===== config.mk =====
export PLATFORM = sky130hd
export DESIGN_NAME = ffft_front
export DESIGN_NICKNAME = d
export VERILOG_FILES = /design/src/rtl/ffft_pkg.sv /design/src/rtl/ffft_front.sv
export SDC_FILE = /design/constraint.sdc
export NUM_CORES = 1
export LEC_CHECK = 0
export BUFFER_PORTS_ARGS = -buffer_cell sky130_fd_sc_hd__buf_2
export CAP_MARGIN = 25
export CORE_ASPECT_RATIO = 0.75
export CORE_MARGIN = 8
export CORE_UTILIZATION = 40
export DETAILED_ROUTE_END_ITERATION = 16
export SYNTH_ARGS = -nofsm -noshare
export SYNTH_HDL_FRONTEND = slang
export SYNTH_SLANG_ARGS = --single-unit

===== constraint.sdc =====
create_clock -name clock -period 2.85 [get_ports clock]
set_input_delay 0.1425 -clock clock [delete_from_list [all_inputs] [get_ports clock]]
set_output_delay 0.1425 -clock clock [all_outputs]
set_load 0.03 [all_outputs]

===== src/rtl/ffft_pkg.sv =====
// Package for the fixed-point FFT block: shared types, constants and twiddle table.
// Used by every module of the block; depends on nothing.
package ffft_pkg;

   localparam int unsigned NPoints = 256;
   localparam int unsigned SampleWidth = 22;
   localparam int unsigned WordWidth = 32;
   localparam int unsigned TwWidth = 17;
   localparam int unsigned GroupWidth = 6;

   typedef logic signed [WordWidth-1:0] word_type;

   // One sample as it travels from the front end to the engine.
   typedef struct packed {
      logic signed [SampleWidth-1:0] re;
      logic signed [SampleWidth-1:0] im;
      logic bad;
   } sample_type;

   typedef enum logic [2:0] {
      ST_LOAD, ST_PAD, ST_FFT, ST_DRAIN, ST_EMIT
   } eng_state_type;

   // Q15 twiddle: cos and -sin of 2*pi*i/256.
   function automatic logic signed [2*TwWidth-1:0] twiddle(input logic [6:0] idx);
      logic signed [TwWidth-1:0] c;
      logic signed [TwWidth-1:0] s;
      case (idx)
         7'd0: begin c = 17'sd32768; s = 17'sd0; end
         7'd1: begin c = 17'sd32758; s = -17'sd804; end
         7'd2: begin c = 17'sd32729; s = -17'sd1608; end
         7'd3: begin c = 17'sd32679; s = -17'sd2411; end
         7'd4: begin c = 17'sd32610; s = -17'sd3212; end
         7'd5: begin c = 17'sd32522; s = -17'sd4011; end
         7'd6: begin c = 17'sd32413; s = -17'sd4808; end
         7'd7: begin c = 17'sd32286; s = -17'sd5602; end
         7'd8: begin c = 17'sd32138; s = -17'sd6393; end
         7'd9: begin c = 17'sd31972; s = -17'sd7180; end
         7'd10: begin c = 17'sd31786; s = -17'sd7962; end
         7'd11: begin c = 17'sd31581; s = -17'sd8740; end
         7'd12: begin c = 17'sd31357; s = -17'sd9512; end
         7'd13: begin c = 17'sd31114; s = -17'sd10279; end
         7'd14: begin c = 17'sd30853; s = -17'sd11039; end
         7'd15: begin c = 17'sd30572; s = -17'sd11793; end
         7'd16: begin c = 17'sd30274; s = -17'sd12540; end
         7'd17: begin c = 17'sd29957; s = -17'sd13279; end
         7'd18: begin c = 17'sd29622; s = -17'sd14010; end
         7'd19: begin c = 17'sd29269; s = -17'sd14733; end
         7'd20: begin c = 17'sd28899; s = -17'sd15447; end
         7'd21: begin c = 17'sd28511; s = -17'sd16151; end
         7'd22: begin c = 17'sd28106; s = -17'sd16846; end
         7'd23: begin c = 17'sd27684; s = -17'sd17531; end
         7'd24: begin c = 17'sd27246; s = -17'sd18205; end
         7'd25: begin c = 17'sd26791; s = -17'sd18868; end
         7'd26: begin c = 17'sd26320; s = -17'sd19520; end
         7'd27: begin c = 17'sd25833; s = -17'sd20160; end
         7'd28: begin c = 17'sd25330; s = -17'sd20788; end
         7'd29: begin c = 17'sd24812; s = -17'sd21403; end
         7'd30: begin c = 17'sd24279; s = -17'sd22006; end
         7'd31: begin c = 17'sd23732; s = -17'sd22595; end
         7'd32: begin c = 17'sd23170; s = -17'sd23170; end
         7'd33: begin c = 17'sd22595; s = -17'sd23732; end
         7'd34: begin c = 17'sd22006; s = -17'sd24279; end
         7'd35: begin c = 17'sd21403; s = -17'sd24812; end
         7'd36: begin c = 17'sd20788; s = -17'sd25330; end
         7'd37: begin c = 17'sd20160; s = -17'sd25833; end
         7'd38: begin c = 17'sd19520; s = -17'sd26320; end
         7'd39: begin c = 17'sd18868; s = -17'sd26791; end
         7'd40: begin c = 17'sd18205; s = -17'sd27246; end
         7'd41: begin c = 17'sd17531; s = -17'sd27684; end
         7'd42: begin c = 17'sd16846; s = -17'sd28106; end
         7'd43: begin c = 17'sd16151; s = -17'sd28511; end
         7'd44: begin c = 17'sd15447; s = -17'sd28899; end
         7'd45: begin c = 17'sd14733; s = -17'sd29269; end
         7'd46: begin c = 17'sd14010; s = -17'sd29622; end
         7'd47: begin c = 17'sd13279; s = -17'sd29957; end
         7'd48: begin c = 17'sd12540; s = -17'sd30274; end
         7'd49: begin c = 17'sd11793; s = -17'sd30572; end
         7'd50: begin c = 17'sd11039; s = -17'sd30853; end
         7'd51: begin c = 17'sd10279; s = -17'sd31114; end
         7'd52: begin c = 17'sd9512; s = -17'sd31357; end
         7'd53: begin c = 17'sd8740; s = -17'sd31581; end
         7'd54: begin c = 17'sd7962; s = -17'sd31786; end
         7'd55: begin c = 17'sd7180; s = -17'sd31972; end
         7'd56: begin c = 17'sd6393; s = -17'sd32138; end
         7'd57: begin c = 17'sd5602; s = -17'sd32286; end
         7'd58: begin c = 17'sd4808; s = -17'sd32413; end
         7'd59: begin c = 17'sd4011; s = -17'sd32522; end
         7'd60: begin c = 17'sd3212; s = -17'sd32610; end
         7'd61: begin c = 17'sd2411; s = -17'sd32679; end
         7'd62: begin c = 17'sd1608; s = -17'sd32729; end
         7'd63: begin c = 17'sd804; s = -17'sd32758; end
         7'd64: begin c = 17'sd0; s = -17'sd32768; end
         7'd65: begin c = -17'sd804; s = -17'sd32758; end
         7'd66: begin c = -17'sd1608; s = -17'sd32729; end
         7'd67: begin c = -17'sd2411; s = -17'sd32679; end
         7'd68: begin c = -17'sd3212; s = -17'sd32610; end
         7'd69: begin c = -17'sd4011; s = -17'sd32522; end
         7'd70: begin c = -17'sd4808; s = -17'sd32413; end
         7'd71: begin c = -17'sd5602; s = -17'sd32286; end
         7'd72: begin c = -17'sd6393; s = -17'sd32138; end
         7'd73: begin c = -17'sd7180; s = -17'sd31972; end
         7'd74: begin c = -17'sd7962; s = -17'sd31786; end
         7'd75: begin c = -17'sd8740; s = -17'sd31581; end
         7'd76: begin c = -17'sd9512; s = -17'sd31357; end
         7'd77: begin c = -17'sd10279; s = -17'sd31114; end
         7'd78: begin c = -17'sd11039; s = -17'sd30853; end
         7'd79: begin c = -17'sd11793; s = -17'sd30572; end
         7'd80: begin c = -17'sd12540; s = -17'sd30274; end
         7'd81: begin c = -17'sd13279; s = -17'sd29957; end
         7'd82: begin c = -17'sd14010; s = -17'sd29622; end
         7'd83: begin c = -17'sd14733; s = -17'sd29269; end
         7'd84: begin c = -17'sd15447; s = -17'sd28899; end
         7'd85: begin c = -17'sd16151; s = -17'sd28511; end
         7'd86: begin c = -17'sd16846; s = -17'sd28106; end
         7'd87: begin c = -17'sd17531; s = -17'sd27684; end
         7'd88: begin c = -17'sd18205; s = -17'sd27246; end
         7'd89: begin c = -17'sd18868; s = -17'sd26791; end
         7'd90: begin c = -17'sd19520; s = -17'sd26320; end
         7'd91: begin c = -17'sd20160; s = -17'sd25833; end
         7'd92: begin c = -17'sd20788; s = -17'sd25330; end
         7'd93: begin c = -17'sd21403; s = -17'sd24812; end
         7'd94: begin c = -17'sd22006; s = -17'sd24279; end
         7'd95: begin c = -17'sd22595; s = -17'sd23732; end
         7'd96: begin c = -17'sd23170; s = -17'sd23170; end
         7'd97: begin c = -17'sd23732; s = -17'sd22595; end
         7'd98: begin c = -17'sd24279; s = -17'sd22006; end
         7'd99: begin c = -17'sd24812; s = -17'sd21403; end
         7'd100: begin c = -17'sd25330; s = -17'sd20788; end
         7'd101: begin c = -17'sd25833; s = -17'sd20160; end
         7'd102: begin c = -17'sd26320; s = -17'sd19520; end
         7'd103: begin c = -17'sd26791; s = -17'sd18868; end
         7'd104: begin c = -17'sd27246; s = -17'sd18205; end
         7'd105: begin c = -17'sd27684; s = -17'sd17531; end
         7'd106: begin c = -17'sd28106; s = -17'sd16846; end
         7'd107: begin c = -17'sd28511; s = -17'sd16151; end
         7'd108: begin c = -17'sd28899; s = -17'sd15447; end
         7'd109: begin c = -17'sd29269; s = -17'sd14733; end
         7'd110: begin c = -17'sd29622; s = -17'sd14010; end
         7'd111: begin c = -17'sd29957; s = -17'sd13279; end
         7'd112: begin c = -17'sd30274; s = -17'sd12540; end
         7'd113: begin c = -17'sd30572; s = -17'sd11793; end
         7'd114: begin c = -17'sd30853; s = -17'sd11039; end
         7'd115: begin c = -17'sd31114; s = -17'sd10279; end
         7'd116: begin c = -17'sd31357; s = -17'sd9512; end
         7'd117: begin c = -17'sd31581; s = -17'sd8740; end
         7'd118: begin c = -17'sd31786; s = -17'sd7962; end
         7'd119: begin c = -17'sd31972; s = -17'sd7180; end
         7'd120: begin c = -17'sd32138; s = -17'sd6393; end
         7'd121: begin c = -17'sd32286; s = -17'sd5602; end
         7'd122: begin c = -17'sd32413; s = -17'sd4808; end
         7'd123: begin c = -17'sd32522; s = -17'sd4011; end
         7'd124: begin c = -17'sd32610; s = -17'sd3212; end
         7'd125: begin c = -17'sd32679; s = -17'sd2411; end
         7'd126: begin c = -17'sd32729; s = -17'sd1608; end
         7'd127: begin c = -17'sd32758; s = -17'sd804; end
         default: begin c = 17'sd0; s = 17'sd0; end
      endcase
      return {c, s};
   endfunction

endpackage


===== src/rtl/ffft_front.sv =====
// Front end of the FFT block: takes samples, checks the input contract, queues them.
// Uses ffft_pkg for the sample type.
module ffft_front #(
   parameter int unsigned InputLimit = 1048576,
   parameter int unsigned QueueDepth = 4
) (
   input  logic clock,
   input  logic reset,
   input  logic in_valid,
   input  logic signed [ffft_pkg::SampleWidth-1:0] in_re,
   input  logic signed [ffft_pkg::SampleWidth-1:0] in_im,
   input  logic in_bad,
   output logic full,
   output logic q_valid,
   output ffft_pkg::sample_type q_data,
   input  logic q_pop
);
   localparam int unsigned PtrWidth = $clog2(QueueDepth);
   localparam logic signed [ffft_pkg::SampleWidth:0] LimHi = (ffft_pkg::SampleWidth+1)'(InputLimit);
   localparam logic signed [ffft_pkg::SampleWidth:0] LimLo = -LimHi;

   ffft_pkg::sample_type mem_ff [QueueDepth];
   logic [PtrWidth-1:0] wr_ff, wr_in, rd_ff, rd_in;
   logic [PtrWidth:0] cnt_ff, cnt_in;
   logic push;
   logic over;
   logic signed [ffft_pkg::SampleWidth:0] re_x, im_x;

   // Range check on the sign-extended sample.
   always_comb begin
      re_x = {in_re[ffft_pkg::SampleWidth-1], in_re};
      im_x = {in_im[ffft_pkg::SampleWidth-1], in_im};
      over = in_bad || re_x > LimHi || re_x < LimLo || im_x > LimHi || im_x < LimLo;
   end

   assign push = in_valid && !full;
   assign full = (cnt_ff == (PtrWidth+1)'(QueueDepth));
   assign q_valid = (cnt_ff != '0);
   assign q_data = mem_ff[rd_ff];

   // Queue pointers and fill count.
   always_comb begin
      wr_in = wr_ff;
      rd_in = rd_ff;
      cnt_in = cnt_ff;
      if (push) begin
         wr_in = (wr_ff == PtrWidth'(QueueDepth-1)) ? '0 : wr_ff + 1'b1;
      end
      if (q_pop && q_valid) begin
         rd_in = (rd_ff == PtrWidth'(QueueDepth-1)) ? '0 : rd_ff + 1'b1;
      end
      cnt_in = cnt_ff + (PtrWidth+1)'(push) - (PtrWidth+1)'(q_pop && q_valid);
   end

   always_ff @(posedge clock) begin
      if (reset) begin
         wr_ff <= '0;
         rd_ff <= '0;
         cnt_ff <= '0;
      end else begin
         wr_ff <= wr_in;
         rd_ff <= rd_in;
         cnt_ff <= cnt_in;
      end
   end

   // Queue storage.
   always_ff @(posedge clock) begin
      if (push) begin
         mem_ff[wr_ff] <= '{re: in_re, im: in_im, bad: over};
      end
   end
endmodule


==> results.json <==
{
  "synth_common_cells": "edfxtp_1, mux4_2, dfxtp_1",
  "reg2reg_depth": 9,
  "max_stage_delay_ns": 0.67,
  "nets": 520,
  "timing.rr.end": "cnt_ff[2]",
  "dp_hpwl_um": 8860,
  "htree_levels": 4,
  "cap_violations": 0,
  "cp.depth": 3,
  "yosys_register_bits": 189,
  "clock_sinks": 189,
  "synthTopCellsByArea": "edfxtp_1, mux4_2, mux4_1",
  "via_per_inst": 4.92,
  "yosysSeqAreaShare": 0.784,
  "synth_cells": 304,
  "outcome": "finished, final reports clean",
  "crit_arrival_ns": 2.24,
  "rsz0062_at_grt": "no",
  "grt_pass1_wl_um": 22100,
  "synth_edf_count": 180,
  "syn_avg_cell_area_um2": 23.4,
  "grt_pass1_vias": 3893,
  "pwr_density_cell_nw_per_um2": 875,
  "yosys.area.top_type": "edfxtp_1",
  "ys_dominant_reg_cell": "edfxtp_1",
  "max-slew-margin-rel": 0.588,
  "syn_area_um2": 7130,
  "endpoint_kind": "output port",
  "grt_max_degree": 46,
  "ant_nets": 0,
  "clockBufferDepth": 2,
  "finalWirelength_um": 14100,
  "fin_util": 0.518,
  "p_leak_nw": 3.11,
  "dieArea_um2": 22400,
  "fin_skew_ns": 0.00794,
  "final_layout_size_suffix_gt1_frac": 0.380,
  "fin_crit_sh": 0.836,
  "synth.most_common_cell": "edfxtp_1",
  "worst-path-buf-inv": 2,
  "critical_path.cell_chain": "buf_4, mux4_1, buf_2",
  "synth_cell_types": 29,
  "area_growth_pct": 27.7,
  "r2r_start": "cnt_ff[1]",
  "routabilityCongestion": 0.745,
  "n_fill_cell": 1426,
  "worstHoldStart": "in_bad",
  "ir_drop_uv": 492,
  "clkTransAtPathRegs_ns": 0.06,
  "die_h_um": 132,
  "wire_per_inst_um": 19.7,
  "rows": 42,
  "cp-start-kind": "flip-flop",
  "synth_warnings": 0,
  "clock-root-buffer": "clkbuf_16",
  "min_to": "mem_ff[0][0]",
  "post-route-min-period_ns": 2.38,
  "vias": 3536,
  "finalSetupTns_ns": 0,
  "min_path_type": "in -> reg",
  "crit_family": "flip-flops",
  "cts_made_buffers": 17,
  "clk_latency_ns": 0.42,
  "pin_count": 96,
  "slowest_stage": "dfxtp_4",
  "whs_path_depth": 3,
  "setup_viol": 0,
  "worst-setup-path-type": "reg -> out",
  "required_ns": 2.71,
  "ff2ff_setup_slack_ns": 0.72,
  "drt_iter0_markers": 279,
  "ctsResizeCount": 0,
  "initial_core_util": 0.406,
  "grt_overflow": 0,
  "synth_top_area_frac": 0.758,
  "path_max_fanout": 25,
  "tightest_slew_ns": 0.613,
  "cts_tree": "done",
  "ctsHoldBuffers": 46,
  "dr.pass1.iters": 4,
  "drc": 0,
  "postCtsSetupRepairBufs": 0,
  "globalRouteTotalUtil": 0.131,
  "async_flop_share": 0,
  "floorplan.die.width_um": 170,
  "antenna_found_initial": 1,
  "syn_nets": 361,
  "clock.fmax_ghz": 0.420,
  "portBuffers": 95,
  "hold_viol_final": 0,
  "core_area_um2": 17600,
  "slew_viol_final": 0
}
[cell usage in the layout, fill, tap and decap left out, types with 2 or more instances in the layout]
cell type	n
mux4_1	8
inv_1	7
buf_4	4
a21oi_1	2
mux2i_1	2
nand3_1	2
bufinv_16	5
nor4_1	7
inv_6	3
or3_1	2
and2_2	4
nand4_1	2
inv_8	2
dfxtp_1	7
nor3_1	2
buf_12	6
nand2_1	3
dlygate4sd3_1	46
clkinvlp_4	2
mux4_2	37
edfxtp_1	180
nor2b_1	3
buf_2	95
nor2_1	5
ha_1	7
xnor2_1	3
clkbuf_16	17
[cell type report]
type                       count  area, um2  share of cell area
antenna                        1       2.50            0.000275
clock buffer                  17        425              0.0467
clock inverter                15        231              0.0254
inverter                       7       26.3             0.00289
multi-input combinational     97       1440               0.158
sequential                   189       5590               0.614
tap                          242        303              0.0333
timing repair buffer         151       1090               0.119
[power by group]
part           switching (mW)  internal, mW  leakage, nW
Clock                    1.03          1.57        0.316
Combinational            1.12         0.743         1.07
Sequential              0.148          3.35         1.72
Total                    2.29          5.67         3.11
[tightest hold or removal path: stages]
cell     delay (ns)
buf_2          0.09
o22ai_1        0.09
o21ai_1        0.16
[sequential cells by signal (all words and copies together), names as in the netlist, named ones only]
register / count
wr_ff: 2
cnt_ff: 3
mem_ff: 180
rd_ff: 2
[metal layers]
metal	share of wire	global-route usage
met1	0.46	0.175
met4	0.0085	0.0408
met3	0.065	0.0482
met2	0.47	0.197
met5	0	0
[kinds of logic after synthesis]
family | after synthesis | share of synthesized area
flip-flops | 189 | 0.784
AO/OA/AOI/OAI | 4 | 0.00298
multiplexers | 47 | 0.149
AND/OR/NAND/NOR | 34 | 0.0284
buffers and inverters | 18 | 0.0158
XOR/XNOR | 4 | 0.00492
adder cells (fa/ha/maj) | 8 | 0.0151
[per-stage QoR]
stage          instance area (um2)  total power, mW  setup WS [ns]  hold WS (ns)  instances
3_5_place_dp                  7980             5.42          0.723         0.379        640
6_report                      9100             7.96          0.467         0.214        719
2_1_floorplan                 7130             4.83          0.355         0.214        304
5_1_grt                       9100             8.28          0.306         0.218        719
4_1_cts                       9100             8.06          0.379         0.200        718
3_3_place_gp                  7980             5.40          0.787         0.370        640
[how the worst max path moves through the flow]
stage | startpoint | to | slack (ns)
3_3_place_gp | cnt_ff[1] | cnt_ff[2] | 0.79
6_report | flip-flop | q_data[41] | 0.47
2_1_floorplan | cnt_ff[2] | mem_ff[0][0] | 0.36
3_5_place_dp | cnt_ff[1] | cnt_ff[2] | 0.72
4_1_cts | flip-flop | q_data[41] | 0.38
5_1_grt | flip-flop | q_data[41] | 0.31
Note: power is estimated with default switching activity, not from simulation.
